===== src/rtl/cbsu_pkg.sv =====
// Shared types, codes and helpers for the CB-prefix bit/shift unit.
// Used by the register file, the execute logic, the top level and the checker.
package cbsu_pkg;

  // Register file geometry: B C D E H L A
  localparam int unsigned SlotCount = 7;
  localparam int unsigned SlotW     = 3;

  localparam logic [SlotW-1:0] SlotH = 3'd4;
  localparam logic [SlotW-1:0] SlotL = 3'd5;
  localparam logic [SlotW-1:0] SlotA = 3'd6;

  // Operand codes in opcode bits 2:0
  localparam logic [2:0] OpdMem = 3'd6;
  localparam logic [2:0] OpdA   = 3'd7;

  // Load targets
  localparam logic [2:0] LoadFlags = 3'd6;

  // Modes
  localparam logic ModeExec = 1'b0;
  localparam logic ModeLoad = 1'b1;

  // Opcode groups in bits 7:6
  localparam logic [1:0] GrpShift = 2'd0;
  localparam logic [1:0] GrpBit   = 2'd1;
  localparam logic [1:0] GrpRes   = 2'd2;
  localparam logic [1:0] GrpSet   = 2'd3;

  // Rotate/shift kinds in bits 5:3
  localparam logic [2:0] ShRlc  = 3'd0;
  localparam logic [2:0] ShRrc  = 3'd1;
  localparam logic [2:0] ShRl   = 3'd2;
  localparam logic [2:0] ShRr   = 3'd3;
  localparam logic [2:0] ShSla  = 3'd4;
  localparam logic [2:0] ShSra  = 3'd5;
  localparam logic [2:0] ShSwap = 3'd6;
  localparam logic [2:0] ShSrl  = 3'd7;

  // Flag bit positions
  localparam int unsigned FlagZ = 3;
  localparam int unsigned FlagN = 2;
  localparam int unsigned FlagH = 1;
  localparam int unsigned FlagC = 0;

  // One input item
  typedef struct packed {
    logic       mode;
    logic [7:0] opcode;
    logic [7:0] mem_byte;
    logic [2:0] load_index;
    logic [7:0] load_value;
  } item_t;

  // One result item
  typedef struct packed {
    logic [7:0]  result_value;
    logic [3:0]  flags_out;
    logic        mem_write;
    logic [15:0] mem_addr;
  } result_t;

  // State update from the execute logic to the register file
  typedef struct packed {
    logic             reg_we;
    logic [SlotW-1:0] reg_slot;
    logic [7:0]       reg_value;
    logic [3:0]       flags;
  } wb_t;

  // Map an operand or load code onto a register file slot (A sits after L)
  function automatic logic [SlotW-1:0] slot_of(input logic [2:0] code);
    logic [SlotW-1:0] slot;
    slot = (code == OpdA) ? SlotA : code;
    return slot;
  endfunction

endpackage


===== src/rtl/cbsu_regfile.sv =====
// Register file B C D E H L A plus the Z N H C flags.
// Depends on cbsu_pkg for slot geometry and the write-back struct.
module cbsu_regfile (
  input  logic                      clk_i,
  input  logic                      rst_ni,
  input  logic                      we_i,
  input  cbsu_pkg::wb_t             wb_i,
  input  logic [cbsu_pkg::SlotW-1:0] rd_slot_i,
  output logic [7:0]                rd_data_o,
  output logic [7:0]                h_o,
  output logic [7:0]                l_o,
  output logic [3:0]                flags_o
);

  logic [7:0] regs_q [cbsu_pkg::SlotCount];
  logic [3:0] flags_q;

  // Update registers and flags on each executed transfer
  always_ff @(posedge clk_i or negedge rst_ni) begin
    if (!rst_ni) begin
      for (int i = 0; i < int'(cbsu_pkg::SlotCount); i++) begin
        regs_q[i] <= 8'h00;
      end
      flags_q <= 4'h0;
    end else if (we_i) begin
      if (wb_i.reg_we) begin
        regs_q[wb_i.reg_slot] <= wb_i.reg_value;
      end
      flags_q <= wb_i.flags;
    end
  end

  // Operand read plus fixed taps for the HL address
  assign rd_data_o = regs_q[rd_slot_i];
  assign h_o       = regs_q[cbsu_pkg::SlotH];
  assign l_o       = regs_q[cbsu_pkg::SlotL];
  assign flags_o   = flags_q;

endmodule


===== src/rtl/cbsu_exec.sv =====
// Combinational execute logic: rotate/shift, BIT/RES/SET and loads.
// Depends on cbsu_pkg for codes, item/result types and the write-back struct.
module cbsu_exec (
  input  cbsu_pkg::item_t   item_i,
  input  logic [7:0]        operand_i,
  input  logic [7:0]        h_i,
  input  logic [7:0]        l_i,
  input  logic [3:0]        flags_i,
  output cbsu_pkg::result_t result_o,
  output cbsu_pkg::wb_t     wb_o
);

  logic [2:0] code;
  logic [2:0] bit_n;
  logic [1:0] grp;
  logic       is_mem;
  logic [7:0] v;
  logic [7:0] mask;
  logic [7:0] sh_r;
  logic       sh_c;
  logic       c_in;
  logic [7:0] value;
  logic [3:0] flags_nx;

  assign code   = item_i.opcode[2:0];
  assign bit_n  = item_i.opcode[5:3];
  assign grp    = item_i.opcode[7:6];
  assign is_mem = (code == cbsu_pkg::OpdMem);
  assign v      = is_mem ? item_i.mem_byte : operand_i;
  assign mask   = 8'h01 << bit_n;
  assign c_in   = flags_i[cbsu_pkg::FlagC];

  // Rotate and shift unit
  always_comb begin
    case (bit_n)
      cbsu_pkg::ShRlc:  begin sh_c = v[7]; sh_r = {v[6:0], v[7]}; end
      cbsu_pkg::ShRrc:  begin sh_c = v[0]; sh_r = {v[0], v[7:1]}; end
      cbsu_pkg::ShRl:   begin sh_c = v[7]; sh_r = {v[6:0], c_in}; end
      cbsu_pkg::ShRr:   begin sh_c = v[0]; sh_r = {c_in, v[7:1]}; end
      cbsu_pkg::ShSla:  begin sh_c = v[7]; sh_r = {v[6:0], 1'b0}; end
      cbsu_pkg::ShSra:  begin sh_c = v[0]; sh_r = {v[7], v[7:1]}; end
      cbsu_pkg::ShSwap: begin sh_c = 1'b0; sh_r = {v[3:0], v[7:4]}; end
      cbsu_pkg::ShSrl:  begin sh_c = v[0]; sh_r = {1'b0, v[7:1]}; end
      default:          begin sh_c = v[0]; sh_r = {1'b0, v[7:1]}; end
    endcase
  end

  // Select the group result and its flags, then the write-back
  always_comb begin
    wb_o = '0;
    case (grp)
      cbsu_pkg::GrpShift: begin
        value    = sh_r;
        flags_nx = {(sh_r == 8'h00), 1'b0, 1'b0, sh_c};
      end
      cbsu_pkg::GrpBit: begin
        value    = v;
        flags_nx = {((v & mask) == 8'h00), 1'b0, 1'b1, c_in};
      end
      cbsu_pkg::GrpRes: begin
        value    = v & ~mask;
        flags_nx = flags_i;
      end
      cbsu_pkg::GrpSet: begin
        value    = v | mask;
        flags_nx = flags_i;
      end
      default: begin
        value    = v;
        flags_nx = flags_i;
      end
    endcase

    result_o.mem_addr = {h_i, l_i};
    if (item_i.mode == cbsu_pkg::ModeLoad) begin
      result_o.mem_write = 1'b0;
      if (item_i.load_index == cbsu_pkg::LoadFlags) begin
        result_o.result_value = {item_i.load_value[7:4], 4'h0};
        wb_o.flags            = item_i.load_value[7:4];
      end else begin
        result_o.result_value = item_i.load_value;
        wb_o.flags            = flags_i;
        wb_o.reg_we           = 1'b1;
        wb_o.reg_slot         = cbsu_pkg::slot_of(item_i.load_index);
        wb_o.reg_value        = item_i.load_value;
      end
    end else begin
      result_o.result_value = value;
      result_o.mem_write    = is_mem && (grp != cbsu_pkg::GrpBit);
      wb_o.flags            = flags_nx;
      wb_o.reg_we           = !is_mem && (grp != cbsu_pkg::GrpBit);
      wb_o.reg_slot         = cbsu_pkg::slot_of(code);
      wb_o.reg_value        = value;
    end
    result_o.flags_out = wb_o.flags;
  end

endmodule


===== src/rtl/cb_prefix_bit_shift_unit_core.sv =====
// CB-prefix rotate/shift/bit unit. Takes one item per clock unless a downstream
// stall holds it: an item in the input register reads the register file, is
// executed and updates the registers and flags as it moves into the result
// register, so the next item already sees the updated state. The result
// register is released whenever the downstream side does not stall, and the
// input stalls only while both the input and result registers are held by a
// downstream stall.
// Depends on cbsu_pkg, cbsu_regfile and cbsu_exec.
module cb_prefix_bit_shift_unit_core (
  input  logic        clk_i,
  input  logic        rst_ni,
  input  logic        in_valid_i,
  output logic        in_stall_o,
  input  logic        mode_i,
  input  logic [7:0]  opcode_i,
  input  logic [7:0]  mem_byte_i,
  input  logic [2:0]  load_index_i,
  input  logic [7:0]  load_value_i,
  output logic        out_valid_o,
  input  logic        out_stall_i,
  output logic [7:0]  result_value_o,
  output logic [3:0]  flags_out_o,
  output logic        mem_write_o,
  output logic [15:0] mem_addr_o
);

  logic              in_valid_q;
  cbsu_pkg::item_t   item_q;
  logic              out_valid_q;
  cbsu_pkg::result_t res_q;

  logic              out_free;
  logic              advance;
  logic              in_take;
  cbsu_pkg::result_t res_d;
  cbsu_pkg::wb_t     wb;
  logic [7:0]        operand;
  logic [7:0]        reg_h;
  logic [7:0]        reg_l;
  logic [3:0]        flags;

  // Handshake control
  assign out_free   = !out_valid_q || !out_stall_i;
  assign advance    = in_valid_q && out_free;
  assign in_stall_o = in_valid_q && !out_free;
  assign in_take    = in_valid_i && !in_stall_o;

  // Input register
  always_ff @(posedge clk_i or negedge rst_ni) begin
    if (!rst_ni) begin
      in_valid_q <= 1'b0;
    end else if (in_take || advance) begin
      in_valid_q <= in_take;
    end
  end

  always_ff @(posedge clk_i) begin
    if (in_take) begin
      item_q <= '{mode:       mode_i,
                  opcode:     opcode_i,
                  mem_byte:   mem_byte_i,
                  load_index: load_index_i,
                  load_value: load_value_i};
    end
  end

  cbsu_regfile u_regfile (
    .clk_i     (clk_i),
    .rst_ni    (rst_ni),
    .we_i      (advance),
    .wb_i      (wb),
    .rd_slot_i (cbsu_pkg::slot_of(item_q.opcode[2:0])),
    .rd_data_o (operand),
    .h_o       (reg_h),
    .l_o       (reg_l),
    .flags_o   (flags)
  );

  cbsu_exec u_exec (
    .item_i    (item_q),
    .operand_i (operand),
    .h_i       (reg_h),
    .l_i       (reg_l),
    .flags_i   (flags),
    .result_o  (res_d),
    .wb_o      (wb)
  );

  // Result register
  always_ff @(posedge clk_i or negedge rst_ni) begin
    if (!rst_ni) begin
      out_valid_q <= 1'b0;
    end else if (out_free) begin
      out_valid_q <= advance;
    end
  end

  always_ff @(posedge clk_i) begin
    if (advance) begin
      res_q <= res_d;
    end
  end

  assign out_valid_o    = out_valid_q;
  assign result_value_o = res_q.result_value;
  assign flags_out_o    = res_q.flags_out;
  assign mem_write_o    = res_q.mem_write;
  assign mem_addr_o     = res_q.mem_addr;

endmodule


===== config.mk =====
export PLATFORM = sky130hd
export DESIGN_NAME = cb_prefix_bit_shift_unit_core
export DESIGN_NICKNAME = d
export VERILOG_FILES = /design/src/rtl/cbsu_pkg.sv /design/src/rtl/cbsu_regfile.sv /design/src/rtl/cbsu_exec.sv /design/src/rtl/cb_prefix_bit_shift_unit_core.sv
export SDC_FILE = /design/constraint.sdc
export NUM_CORES = 1
export LEC_CHECK = 0
export ABC_AREA = 1
export BUFFER_PORTS_ARGS = -buffer_cell sky130_fd_sc_hd__buf_2
export CAP_MARGIN = 15
export CORE_UTILIZATION = 55
export CTS_BUF_LIST = sky130_fd_sc_hd__clkbuf_16
export CTS_CLUSTER_DIAMETER = 100
export DETAILED_ROUTE_END_ITERATION = 12
export PLACE_DENSITY = 0.82
export SETUP_SLACK_MARGIN = 0.5
export SLEW_MARGIN = 10
export SYNTH_ARGS = -nofsm -noshare
export SYNTH_HDL_FRONTEND = slang
export SYNTH_HIERARCHICAL = 1
export SYNTH_SLANG_ARGS = --single-unit

===== constraint.sdc =====
create_clock -name clk_i -period 4.8 [get_ports clk_i]
set_clock_uncertainty 0.2 [all_clocks]
set_input_delay 0.72 -clock clk_i [delete_from_list [all_inputs] [get_ports clk_i]]
set_output_delay 0.72 -clock clk_i [all_outputs]
set_load 0.005 [all_outputs]

# Yosys cells after proc, flatten, opt, wreduce, memory -nomap -nowiden
# Cells that the tools add are included.
# word_totals
output_inout_bits,31
register_bits,119
input_bits,32
word_cells,83
# classes
n_reduce_logical,21
n_eq_ne,15
n_bitwise,6
mux,18
n_shift,1
n_lt_le_gt_ge,3
# ops
operator,count
$pmux W8 S8,1
$bwmux W56,1
$mux W8,5
$pmux W8 S4,1
$bmux W8 S3,1
$demux W8 S3,1
$eq A3 B3 Y1 const B,8
$and A8 B8 Y8,2
$logic_not A8 Y1,2
$mux W16,1
$mux W12,1
$pmux W4 S3,1
$ge A4 B4 Y1 const B,2
$mux W4,2
$not A3 Y4,2
$not A8 Y8,1
$or A8 B8 Y8,1
$shl A1 B3 Y8 const A,1
$eq A3 B2 Y1 const B,2
$logic_and A1 B1 Y1,6
$mux W3,2
$logic_not A1 Y1,5
$eq A2 B2 Y1 const B,2
$lt A4 B1 Y1 const B,1
other kinds (11),12

# Depth between registers and ports, before layout
# logic_depth
word_depth,17
depth_mapped,24
ltp_nobuf,21

# Modules after synthesis
# Netlist, hierarchy kept.
# modules_own_cells
mod,seq_area_each_um2,cells_each,area_per_inst_um2,n_inst
cbsu_regfile,1501.4,413,3143.0,1
cb_prefix_bit_shift_unit_core,1761.7,72,1821.7,1
cbsu_exec,0.0,258,1263.7,1

# Worst setup path before layout
# OpenSTA, ideal clock, no wires.
# synth_path
path_kind,input to register
startpoint,input port out_stall_i
endpoint,register u_regfile/regs_q[38] (netlist name)
path_slack_ps,1147
t_arrival_ps,3333
stages,8
path_buffers,2
t_required_ps,4480
setup_ps,120
path_cell_list,a21oi_1 -> nand2_2 -> nor2_4 -> buf_6 -> nand2_4 -> buf_6 -> nand2_2 -> o21ai_2
# synth_via
elab_chain_cells,4
# synth_lines
element,line_no,text
start: declaration,cb_prefix_bit_shift_unit_core.sv:20,"input logic out_stall_i,"
$logic_not A1 Y1,cb_prefix_bit_shift_unit_core.sv:43,assign out_free = !out_valid_q || !out_stall_i;
$logic_or A1 B1 Y1,cb_prefix_bit_shift_unit_core.sv:43,
$logic_and A1 B1 Y1,cb_prefix_bit_shift_unit_core.sv:44,assign advance = in_valid_q && out_free;
$reduce_and A2 Y1 (no source line),n/a,
end signal: indexed assignment,cbsu_regfile.sv:27,regs_q[wb_i.reg_slot] <= wb_i.reg_value;
end: declaration,cbsu_regfile.sv:15,logic [7:0] regs_q [cbsu_pkg::SlotCount];
# No other way between the ends.
# A chain may end at the register's enable or synchronous reset.

==> metrics.cfg <==
[yosys]
synth.area.top_cells = edfxtp_1 (27%), dfrtp_1 (25%), nand2_1 (15%)
ys_seq_elements = 119
synth_fa_ha_area_frac = 0
syn-cell-area_sq_mm = 0.00623
synth-compound-area-share = 0.0882
synth_mux_area_frac = 0.00723
seq_area_frac_synth = 0.524
synth_cell_types = 33
synth_top_family_by_area = simple AND/OR/NAND/NOR gates
synth.avg_cell_area_sq_um = 8.38
yosysTopAreaCellShare = 0.275
async_flop_share = 0.521
synth_edf_count = 57
synth_common_cells = nand2_1 (242), inv_1 (96), o21ai_0 (70)
synthXorXnorAreaFrac = 0
synthMostInstantiatedCell = nand2_1
synth_flop_cell = dfrtp_1
postSynthCellCount = 743
yosys.area_share.simple = 0.245
yosys.area.top_type = edfxtp_1
synth-warning-count = 6
synth_nets = 775

[sta]
fmax_mhz = 254
rsz0062_at_grt = no
layout_min_cycle_time_ns = 3.94
worst_slack_ns = 0.862
maxSlewViolCount = 0
fin_hold_ws_ns = 0.0328
period_share = 0.820
tightest_slew_ns = 0.724
tns_ns = 0
max_slew_margin = 0.517
hold_violations = 0
setup_violations = 0

[setup_path]
crit_start = item_q[20]$_DFFE_PP_
crit_type = flop to flop
required_ns = 4.93
crit_fanout = 26
r2r-start = item_q[20]$_DFFE_PP_
worstRegToRegCells = 18
critPathLaunchType = flop
critPathArrivalTime_ns = 4.07
r2r_setup_slack_ns = 0.86
r2r_end = u_regfile/regs_q[54]$_DFFE_PN0P_
cp-end-kind = flop

[cts]
cts_hold_buffers = 0
clk_pin_slew_ns = 0.05
cts_resized = 0
numCtsBuffers = 17
cts.sinks = 119
cts_tree = yes
clk_root_buffer_cell = clkbuf_16
h-tree-depth = 4
postCtsSetupBuffers = 0
cts_buffer_depth = 2
worstSkewPairLatency_ns = 0.42

[flow_run]
cap_violations = 0

[floorplanning]
dieArea_sq_mm = 0.0118
start_util = 0.570
fp.dieH_microns = 108
fp.dieW_microns = 108
io_pins = 63
design.core.area_sq_mm = 0.0109
fp-row-count = 38

[outcome]
status = finished clean

[global_routing]
overflow = 0
grt_use_total = 0.280
antenna_found_initial = 0
grt_pass1_vias = 4678
grt_max_degree = 47
grt_pass1_wl_mm = 24.1

[routing]
drc = 0
wl_per_cell_microns = 16.8
vias = 5024
drtAntennaViolNets = 0
finalWirelength_mm = 15.4
first_iter_violations = 467
vias_per_cell = 5.47
first_pass_iters = 5

[cells_and_area]
nets = 797
drive_gt1_frac = 0.180
n_antenna_cell = 0
syn_to_final_growth_pct = 12.0
nFillCells = 915

[power]
p_leak_nw = 3.40
peakVddDrop_uv = 509
power_density_mw_per_mm2 = 505

[placed_design]
post-place-ws_ns = 0.941
dp_hpwl_mm = 10.9
numPortBuffers = 62
place.gp.congestion = 0.959

[hold_path]
holdCritPathClass = input pin to async pin

[state kept, by name (all words and copies together), names as in the netlist]
name               count
flags_out_o            4
in_valid_q             1
u_regfile/regs_q      40
result_value_o         8
u_regfile/flags_o      4
u_regfile/h_o          8
mem_write_o            1
mem_addr_o            16
item_q                28
u_regfile/l_o          8
out_valid_o            1
[cell families after synthesis]
group	count (synthesis)
and+or+nand+nor	352
buffers and inverters	169
DFF	119
AOI/OAI and AO/OA	99
muxes	4
[per-layer routing]
metal | part of all wire | vias to the layer above | wire length, microns | GRT usage
li1 | - | 2375 | - | -
met1 | 0.44 | 2388 | 6800 | 0.392
met2 | 0.46 | 235 | 7120 | 0.417
met3 | 0.080 | 26 | 1220 | 0.0802
met4 | 0.016 | 0 | 241 | 0.0936
met5 | 0 | - | 0 | 0.0179
[stage by stage]
step           total power, mW  cell area [sq um]   util  cells
2_1_floorplan             2.04               6230      -    743
3_3_place_gp              2.12               6310  0.577    885
3_5_place_dp              2.15               6310  0.577    885
4_1_cts                   3.53               6960  0.636    917
5_1_grt                   3.70               6970  0.638    918
6_report                  3.52               6970  0.638    918
[worst max path at each step]
stage,end,cells after the start
floorplan,u_regfile/regs_q[38]$_DFFE_PN0P_,8
global placement,u_regfile/regs_q[54]$_DFFE_PN0P_,18
detailed placement,u_regfile/regs_q[30]$_DFFE_PN0P_,18
CTS,u_regfile/regs_q[54]$_DFFE_PN0P_,18
global route,u_regfile/regs_q[54]$_DFFE_PN0P_,18
finish,u_regfile/regs_q[54]$_DFFE_PN0P_,18
[placed cells by master (no fill, tap or decap), types with 4 or more instances in the layout]
| cell type | instances |
|---|---|
| a21oi_1 | 7 |
| buf_2 | 62 |
| buf_4 | 5 |
| bufinv_16 | 4 |
| clkbuf_16 | 19 |
| clkinv_1 | 4 |
| dfrtp_1 | 62 |
| edfxtp_1 | 57 |
| inv_1 | 97 |
| inv_2 | 7 |
| mux2_2 | 4 |
| nand2_1 | 242 |
| nand2_2 | 9 |
| nand3_1 | 50 |
| nand3_2 | 5 |
| nand4_1 | 8 |
| nor2_1 | 26 |
| nor3_2 | 4 |
| o21ai_0 | 70 |
| o21ai_1 | 4 |
| o21ai_2 | 8 |
[power breakdown]
part / internal (mW) / leakage [nW] / switching, mW
sequential: 1.33 / 1.36 / 0.156
clock: 0.924 / 0.318 / 0.444
combinational: 0.241 / 1.73 / 0.432
total: 2.49 / 3.40 / 1.03
[worst max-delay path: stages (launching register included)]
cell and delay [ns]:
edfxtp_1 0.60, a21boi_1 0.21, buf_4 0.30, inv_1 0.40
nand2_1 0.15, nand3_1 0.09, nand2_1 0.11, nand2_1 0.07
nand2_1 0.08, inv_1 0.04, nand2_1 0.13, nand2_2 0.13
o21ai_0 0.17, nor2_1 0.08, o21ai_0 0.26, nand2_1 0.12
o21ai_0 0.21, inv_1 0.27, o21ai_0 0.22
[layout make-up]
class                      instances  area, sq um  area share
clock buffer                      19          475      0.0682
clock inverter                    13          174      0.0249
inverter                         104          390      0.0560
multi-input combinational        455         2130       0.306
sequential                       119         3260       0.468
tap                              140          175      0.0251
timing repair buffer              68          363      0.0520
Note: power is estimated with default switching activity, not from simulation.
